### src/rtl/lgs_pkg.sv
// Shared types and constants of the Laplace Gauss-Seidel solver.
package lgs_pkg;
  localparam int GridMax    = 64;
  localparam int IdxW       = $clog2(GridMax);
  localparam int AddrW      = 2 * IdxW;
  localparam int ValW       = 32;
  localparam int SizeW      = 7;
  localparam int TolW       = 31;
  localparam int SweepW     = 16;

  localparam logic [1:0] KindWrite = 2'd0;
  localparam logic [1:0] KindSolve = 2'd1;
  localparam logic [1:0] KindRead  = 2'd2;

  localparam logic [3:0] RegGridSize  = 4'h0;
  localparam logic [3:0] RegTolerance = 4'h4;
  localparam logic [3:0] RegMaxSweeps = 4'h8;

  typedef struct packed {
    logic             re;
    logic             we;
    logic [AddrW-1:0] addr;
    logic [ValW-1:0]  wdata;
  } mem_req_t;

  typedef struct packed {
    logic              busy;
    logic [SweepW-1:0] sweeps;
    logic              converged;
  } relax_stat_t;
endpackage

### src/rtl/lgs_relax.sv
// Sweep sequencer: reads five cells per interior point, writes the quarter-sum.
module lgs_relax (
  input  logic                 clk_i,
  input  logic                 rst_ni,
  input  logic                 start_i,
  input  logic [6:0]           size_i,
  input  logic [30:0]          tol_i,
  input  logic [15:0]          cap_i,
  input  logic [31:0]          rdata_i,
  output lgs_pkg::mem_req_t    req_o,
  output lgs_pkg::relax_stat_t stat_o
);
  import lgs_pkg::*;

  localparam logic [1:0] SIdle = 2'd0;
  localparam logic [1:0] SRd   = 2'd1;
  localparam logic [1:0] SWr   = 2'd2;

  logic [1:0]        state_q, state_d;
  logic [2:0]        k_q, k_d;
  logic [IdxW-1:0]   i_q, i_d, j_q, j_d;
  logic [SweepW-1:0] cnt_q, cnt_d, sweeps_q, sweeps_d;
  logic              conv_q, conv_d;
  logic [ValW:0]     worst_q, worst_d;
  logic [ValW-1:0]   c_q, l_q, r_q, u_q, dn_q;
  logic [IdxW-1:0]   last;
  logic [IdxW-1:0]   ri, rj;
  logic [ValW+1:0]   sum;
  logic [ValW-1:0]   nv;
  logic [ValW:0]     diff, adiff, wmax;
  logic [SweepW-1:0] cap, cnt_inc;

  assign last    = IdxW'(size_i - 7'd2);
  assign cap     = (cap_i == '0) ? SweepW'(1) : cap_i;
  assign cnt_inc = cnt_q + SweepW'(1);

  // Neighbor address for the current read step
  always_comb begin
    ri = i_q;
    rj = j_q;
    case (k_q)
      3'd1:    rj = j_q - IdxW'(1);
      3'd2:    rj = j_q + IdxW'(1);
      3'd3:    ri = i_q - IdxW'(1);
      3'd4:    ri = i_q + IdxW'(1);
      default: ;
    endcase
  end

  // Quarter-sum, floor by arithmetic shift, and absolute change
  assign sum   = {{2{l_q[ValW-1]}}, l_q} + {{2{r_q[ValW-1]}}, r_q}
               + {{2{u_q[ValW-1]}}, u_q} + {{2{dn_q[ValW-1]}}, dn_q};
  assign nv    = sum[ValW+1:2];
  assign diff  = {c_q[ValW-1], c_q} - {nv[ValW-1], nv};
  assign adiff = diff[ValW] ? (~diff + (ValW+1)'(1)) : diff;
  assign wmax  = (adiff > worst_q) ? adiff : worst_q;

  always_comb begin
    state_d  = state_q;
    k_d      = k_q;
    i_d      = i_q;
    j_d      = j_q;
    cnt_d    = cnt_q;
    sweeps_d = sweeps_q;
    conv_d   = conv_q;
    worst_d  = worst_q;
    req_o    = '0;
    req_o.addr  = {ri, rj};
    req_o.wdata = nv;
    case (state_q)
      SIdle: begin
        if (start_i) begin
          state_d = SRd;
          k_d     = '0;
          i_d     = IdxW'(1);
          j_d     = IdxW'(1);
          cnt_d   = '0;
          worst_d = '0;
        end
      end
      SRd: begin
        req_o.re = (k_q != 3'd5);
        k_d      = k_q + 3'd1;
        if (k_q == 3'd5) begin
          state_d = SWr;
        end
      end
      SWr: begin
        // Write back the new value, step to the next point or end the sweep
        req_o.we   = 1'b1;
        req_o.addr = {i_q, j_q};
        worst_d    = wmax;
        k_d        = '0;
        state_d    = SRd;
        if (j_q != last) begin
          j_d = j_q + IdxW'(1);
        end else if (i_q != last) begin
          j_d = IdxW'(1);
          i_d = i_q + IdxW'(1);
        end else begin
          cnt_d = cnt_inc;
          i_d   = IdxW'(1);
          j_d   = IdxW'(1);
          if (wmax > {2'b0, tol_i} && cnt_inc < cap) begin
            worst_d = '0;
          end else begin
            state_d  = SIdle;
            sweeps_d = cnt_inc;
            conv_d   = (wmax <= {2'b0, tol_i});
          end
        end
      end
      default: state_d = SIdle;
    endcase
  end

  always_ff @(posedge clk_i or negedge rst_ni) begin
    if (!rst_ni) begin
      state_q  <= SIdle;
      k_q      <= '0;
      i_q      <= '0;
      j_q      <= '0;
      cnt_q    <= '0;
      sweeps_q <= '0;
      conv_q   <= 1'b0;
      worst_q  <= '0;
    end else begin
      state_q  <= state_d;
      k_q      <= k_d;
      i_q      <= i_d;
      j_q      <= j_d;
      cnt_q    <= cnt_d;
      sweeps_q <= sweeps_d;
      conv_q   <= conv_d;
      worst_q  <= worst_d;
    end
  end

  // Capture each read's data in the step that follows its request
  always_ff @(posedge clk_i) begin
    if (state_q == SRd) begin
      case (k_q)
        3'd1:    c_q  <= rdata_i;
        3'd2:    l_q  <= rdata_i;
        3'd3:    r_q  <= rdata_i;
        3'd4:    u_q  <= rdata_i;
        3'd5:    dn_q <= rdata_i;
        default: ;
      endcase
    end
  end

  assign stat_o.busy      = (state_q != SIdle);
  assign stat_o.sweeps    = sweeps_q;
  assign stat_o.converged = conv_q;
endmodule

### config.mk
export PLATFORM = sky130hd
export DESIGN_NAME = lgs_relax
export DESIGN_NICKNAME = d
export VERILOG_FILES = /design/src/rtl/lgs_pkg.sv /design/src/rtl/lgs_relax.sv
export SDC_FILE = /design/constraint.sdc
export NUM_CORES = 1
export LEC_CHECK = 0
export BUFFER_PORTS_ARGS = -buffer_cell sky130_fd_sc_hd__buf_2
export CAP_MARGIN = 30
export CORE_MARGIN = 2
export CORE_UTILIZATION = 60
export CTS_CLUSTER_SIZE = 28
export DETAILED_ROUTE_END_ITERATION = 7
export PLACE_DENSITY_LB_ADDON = 0.3
export SYNTH_ARGS = -nofsm -noshare
export SYNTH_HDL_FRONTEND = slang
export SYNTH_SLANG_ARGS = --single-unit
export TNS_END_PERCENT = 20
### constraint.sdc
create_clock -name clk_i -period 12.45 [get_ports clk_i]
set_input_delay 1.245 -clock clk_i [delete_from_list [all_inputs] [get_ports clk_i]]
set_output_delay 1.245 -clock clk_i [all_outputs]
set_load 0.05 [all_outputs]
# Yosys cells after proc, flatten, opt, wreduce, memory -nomap -nowiden
# Index checks and enable logic that the tools add are counted.
[word_totals]
regBits = 243
wordCells = 94
[op_classes]
add_sub_neg = 12
order_cmp = 4
eq_ne = 14
muxes = 30
bitwise = 4
n_reduce_logical = 17
[op_table]
columns = ["op", "count"]
rows = [
  ["2-to-1 mux 33 bit", 6],
  ["one-hot mux 33 bit (2 select lines)", 1],
  ["2-to-1 mux 16 bit", 4],
  ["one-hot mux 6 bit (2 select lines)", 4],
  ["adder 33 x 32 -> 34 bit", 1],
  ["adder 34 bit", 1],
  ["adder 32 x 32 -> 33 bit", 1],
  ["adder 33 x 1 -> 33 bit, second input constant", 1],
  ["greater-than comparator 33 x 31 -> 1 bit", 1],
  ["greater-than comparator 33 bit", 1],
  ["<= comparator 33 x 31 -> 1 bit", 1],
  ["NOT 33 bit", 1],
  ["subtractor 32 x 32 -> 33 bit", 1],
  ["one-hot mux 16 bit (2 select lines)", 1],
  ["2-to-1 mux 6 bit", 4],
  ["adder 16 x 1 -> 16 bit, second input constant", 1],
  ["zero test 16 bit", 1],
  ["< comparator 16 bit", 1],
  ["AND reduction 2 bit", 8],
  ["2-to-1 mux 13 bit", 1],
  ["adder 6 x 1 -> 6 bit, second input constant", 2],
  ["!= test 6 bit", 2],
  ["subtractor 6 x 1 -> 6 bit, second input constant", 2],
  ["one-hot mux 3 bit (3 select lines)", 1],
  ["other kinds (20)", 33],
]

# Depth between registers and ports, before layout
[depth]
ltp_word = 15
ltp_mapped = 59
ltp_nobuf = 56

# Worst setup path after synthesis
# OpenSTA, ideal clock, no wires.
[synth_path]
path_kind = "register to register"
from = "register r_q[3]"
to = "register worst_q[31]"
setup_ns = 0.090
arrival_time_ns = 12.055
slack_ns = 0.305
stages_incl_launch_ff = 56
path_buffers = 4
synth_period_minus_slack_ns = 12.145
path_cell_list = "edfxtp_1 inv_1 fa_1 fa_1 inv_1 ha_1 nand4_1 o221ai_2 o21ai_0 o21ai_0 a31oi_1 xnor2_1 inv_1 ha_1 nand2_1 or2_2 a211oi_1 o221a_2 [20 not listed] mux2_2 ha_1 a21o_1 a21o_1 a21o_1 a21o_1 a21o_1 a21o_1 a211oi_1 o21ai_0 a21oi_1 o21ai_0 a21oi_1 o31ai_1 a221oi_2 buf_2 nand4_1 o221ai_1"
[synth_rtl]
columns = ["element", "line_no", "text"]
rows = [
  ["start: declaration", "lgs_relax.sv:25", "logic [ValW-1:0] c_q, l_q, r_q, u_q, dn_q;"],
  ["start signal: assignment", "lgs_relax.sv:145", "3'd3: r_q <= rdata_i;"],
  ["end signal: assignment", "lgs_relax.sv:135", "worst_q <= worst_d;"],
  ["end: declaration", "lgs_relax.sv:24", "logic [ValW:0] worst_q, worst_d;"],
]

# Worst setup path after layout
[layout_path]
from = "register l_q[1]"
to = "register worst_q[31]"
[layout_via]
elab_chain_len = 15
[layout_lines]
columns = ["element", "line_no", "text"]
rows = [
  ["start: declaration", "lgs_relax.sv:25", ""],
  ["start signal: assignment", "lgs_relax.sv:144", "3'd2: l_q <= rdata_i;"],
  ["adder 32 x 32 -> 33 bit (*)", "lgs_relax.sv:51", "assign sum = {{2{l_q[ValW-1]}}, l_q} + {{2{r_q[ValW-1]}}, r_q}"],
  ["adder 33 x 32 -> 34 bit (*)", "lgs_relax.sv:52", "+ {{2{u_q[ValW-1]}}, u_q} + {{2{dn_q[ValW-1]}}, dn_q};"],
  ["adder 34 bit (*)", "lgs_relax.sv:52", ""],
  ["subtractor 32 x 32 -> 33 bit (*)", "lgs_relax.sv:54", "assign diff = {c_q[ValW-1], c_q} - {nv[ValW-1], nv};"],
  ["NOT 33 bit", "lgs_relax.sv:55", "assign adiff = diff[ValW] ? (~diff + (ValW+1)'(1)) : diff;"],
  ["adder 33 x 1 -> 33 bit", "lgs_relax.sv:55", ""],
  ["2-to-1 mux 33 bit (*)", "lgs_relax.sv:55", ""],
  ["greater-than comparator 33 bit", "lgs_relax.sv:56", "assign wmax = (adiff > worst_q) ? adiff : worst_q;"],
  ["2-to-1 mux 33 bit (*)", "lgs_relax.sv:56", ""],
  ["greater-than comparator 33 x 31 -> 1 bit", "lgs_relax.sv:104", "if (wmax > {2'b0, tol_i} && cnt_inc < cap) begin"],
  ["logical AND 1 bit", "lgs_relax.sv:104", ""],
  ["2-to-1 mux 33 bit", "lgs_relax.sv:104", ""],
  ["2-to-1 mux 33 bit", "lgs_relax.sv:97", "end else if (i_q != last) begin"],
  ["2-to-1 mux 33 bit (*)", "lgs_relax.sv:95", "if (j_q != last) begin"],
  ["one-hot mux 33 bit (2 select lines) (*)", "lgs_relax.sv:70", "case (state_q)"],
]
# Every way passes the cells marked *; elsewhere a longest branch is shown, timed or not.
# A chain may end at the register's enable or synchronous reset.

==> flow_summary.yaml <==
worst_hold_path:
  hp-class: "reg2reg"
  hp-start: "sweeps_q[4]"
placement:
  dpl.hpwl_um: 31500
  gp_congestion: 0.937
  port_buffers: 151
  dpl_cell_area_um2: 19300
timing:
  finalHoldViolCount: 0
  clock_skew_ns: 0.0113
  finalSetupViolCount: 0
  slew_viol_final: 0
  finalCritPeriodShare: 0.955
  min_period_ns: 11.89
  max_slew.worst_pin.slew_ns: 1.05
  fmax_mhz: 84.1
  slew_headroom: 0.299
  setup-tns-final_ns: 0
yosys:
  synth_top_family_by_area: "adder cells"
  ys.flop_type: "edfxtp_1"
  synth-async-reset-ratio: 0.342
  ys_seq_elements: 243
  netlist_area_um2: 18000
  synthMuxAreaShare: 0.0356
  synth_warnings: 0
  synthSimpleGateAreaFrac: 0.116
  avgSynthCellArea_um2: 10.2
  synth_compound_area_frac: 0.163
  synthesis.nets: 2079
  synth-xor-area-share: 0.0603
  synth.yosys.seq_area_share: 0.381
  synth_fa_ha_area_frac: 0.178
  synth-edff-count: 160
  synth_cells: 1777
  synthDistinctLibCells: 96
global_routing:
  grt_max_degree: 57
  busiest_layer: "met2"
  met1_usage: 0.371
  met2_usage: 0.444
  grt_use_met3: 0.0347
  grt_pass1_vias: 13900
  grt_pass1_wl_um: 68900
  antenna_found_initial: 0
  grt-ovfl-total: 0
  track_usage: 0.271
detailed_routing:
  dr.pass1.iters: 5
  drc: 0
  wl_um: 43300
  drt-vias-per-instance: 5.97
  post_drt_wl_per_cell_um: 18.3
  initialDrtViolationCount: 1136
  antenna_left: 0
  vias: 14100
floorplan:
  core.rowCount: 63
  core_um2: 29600
  ios: 153
  die_area_um2: 31500
  initial_core_util: 0.609
  die_height_um: 177
  dieWidth_um: 177
finish:
  layout_commonest_cell: "inv_1"
  num_antenna_cells: 0
  drive_gt1_frac: 0.198
  fin_util: 0.700
  final_cell_mix: "260 x inv_1, 160 x edfxtp_1, 150 x buf_2"
  finalInstanceArea_um2: 20800
  syn2layout_area_growth_pct: 15.0
  nets: 2255
job:
  cap_viol_max_count: 0
status:
  status: "finished, final reports clean"
setup_path:
  setup.worst_path.start: "l_q[1]"
  critPathSlowestCell: "fa_1"
  worstPathRequired_ns: 12.90
  cp-start-kind: "flip-flop"
  reg2reg_from: "l_q[1]"
  criticalPathCategory: "reg2reg"
  slowest_delay_ns: 0.52
  critical_path_arrival_ns: 12.34
  cp-end-kind: "flip-flop"
  cp_max_fo: 9
  worst_path_most_repeated_cell: "a21o_1"
clock_tree:
  cts_tree: "built"
  numCtsBuffers: 27
  clockRootBuffer: "clkbuf_16"
  hold_buffers: 0
  cts-htree-levels: 1
  clockBufferDepth: 3
  insertion_delay_ns: 0.54
  cts_num_sinks: 243
  clk_pin_slew_ns: 0.07
-- cells in the mapped netlist, types with 49 or more instances --
cell	count	area share
ha_1	147	0.10
xnor2_1	61	0.030
dfrtp_1	83	0.12
a21o_1	57	0.024
nand2_1	114	0.024
xor2_1	49	0.024
a21oi_1	85	0.024
inv_1	261	0.054
fa_1	66	0.073
edfxtp_1	160	0.27
nor2_1	81	0.017
o21ai_0	81	0.022
-- logic make-up (layout without fill, tap and decap cells) --
| kind of cell | after synthesis | after routing |
|---|---|---|
| xor+xnor | 116 | 116 |
| mux | 54 | 54 |
| simple gates | 416 | 416 |
| buf+inv | 310 | 505 |
| compound gates | 421 | 421 |
| fa+ha+maj | 217 | 217 |
| flops | 243 | 243 |
-- sequential cells by signal, indices dropped and copies added, names as in the netlist, 16 cells and up --
signal	cells
r_q	32
u_q	32
c_q	32
l_q	32
sweeps_q	16
dn_q	32
cnt_q	16
worst_q	33
-- final timing paths --
| check | end | slack [ns] | cells after the start |
|---|---|---|---|
| worst max register to register | worst_q[31] | 0.56 | 53 |
| max in group asynchronous | sweeps_q[9] | 10.71 | 2 |
| min in group asynchronous | worst_q[3] | 0.63 | 1 |
| worst max-delay path | worst_q[31] | 0.56 | 53 |
| worst min register to register | sweeps_q[4] | 0.51 | 1 |
| worst min-delay path | sweeps_q[4] | 0.51 | 1 |
-- routing by layer --
metal  routed length [um]  up-vias
met2                20400      458
li1                     -     6708
met5                    0        -
met3                 2530      105
met4                 1620        0
met1                18700     6839
-- metrics by stage --
stage	instances	worst slack [ns]	hold slack, ns
finish	2362	0.560	0.508
global placement	2296	0.139	0.485
floorplan	1777	0.305	0.470
detailed placement	2296	-0.133	0.492
global route	2362	-0.0960	0.518
CTS	2344	0.0383	0.507
-- layout make-up --
class | instances | area, um2
Tap cell | 390 | 488
Sequential cell | 243 | 6880
Fill cell | 2217 | 8890
Inverter | 263 | 1000
Clock inverter | 18 | 259
Multi-Input combinational cell | 1224 | 10300
Timing Repair Buffer | 194 | 1110
Clock buffer | 30 | 687
-- repair_timing --
action	in CTS	in global routing
cloned	0	1
buffers inserted	0	17
pin swaps	0	24
hold endpoints to repair	0	0
endpoints found under the setup margin	18	51
resized for setup	7	78
-- worst max-delay path, delay by kind of cell, from the launching register on --
| family | cells | cell delay [ns] |
|---|---|---|
| buffers and inverters | 6 | 0.80 |
| AND/OR/NAND/NOR | 8 | 1.35 |
| flip-flops | 1 | 0.33 |
| XOR/XNOR | 2 | 0.37 |
| adder cells (fa/ha/maj) | 6 | 2.26 |
| AO/OA/AOI/OAI | 30 | 6.32 |
| multiplexers | 1 | 0.36 |
Power is left out: the tool's default activity adds up to more than one toggle a clock period on the data nets, which glitch-free logic cannot reach.
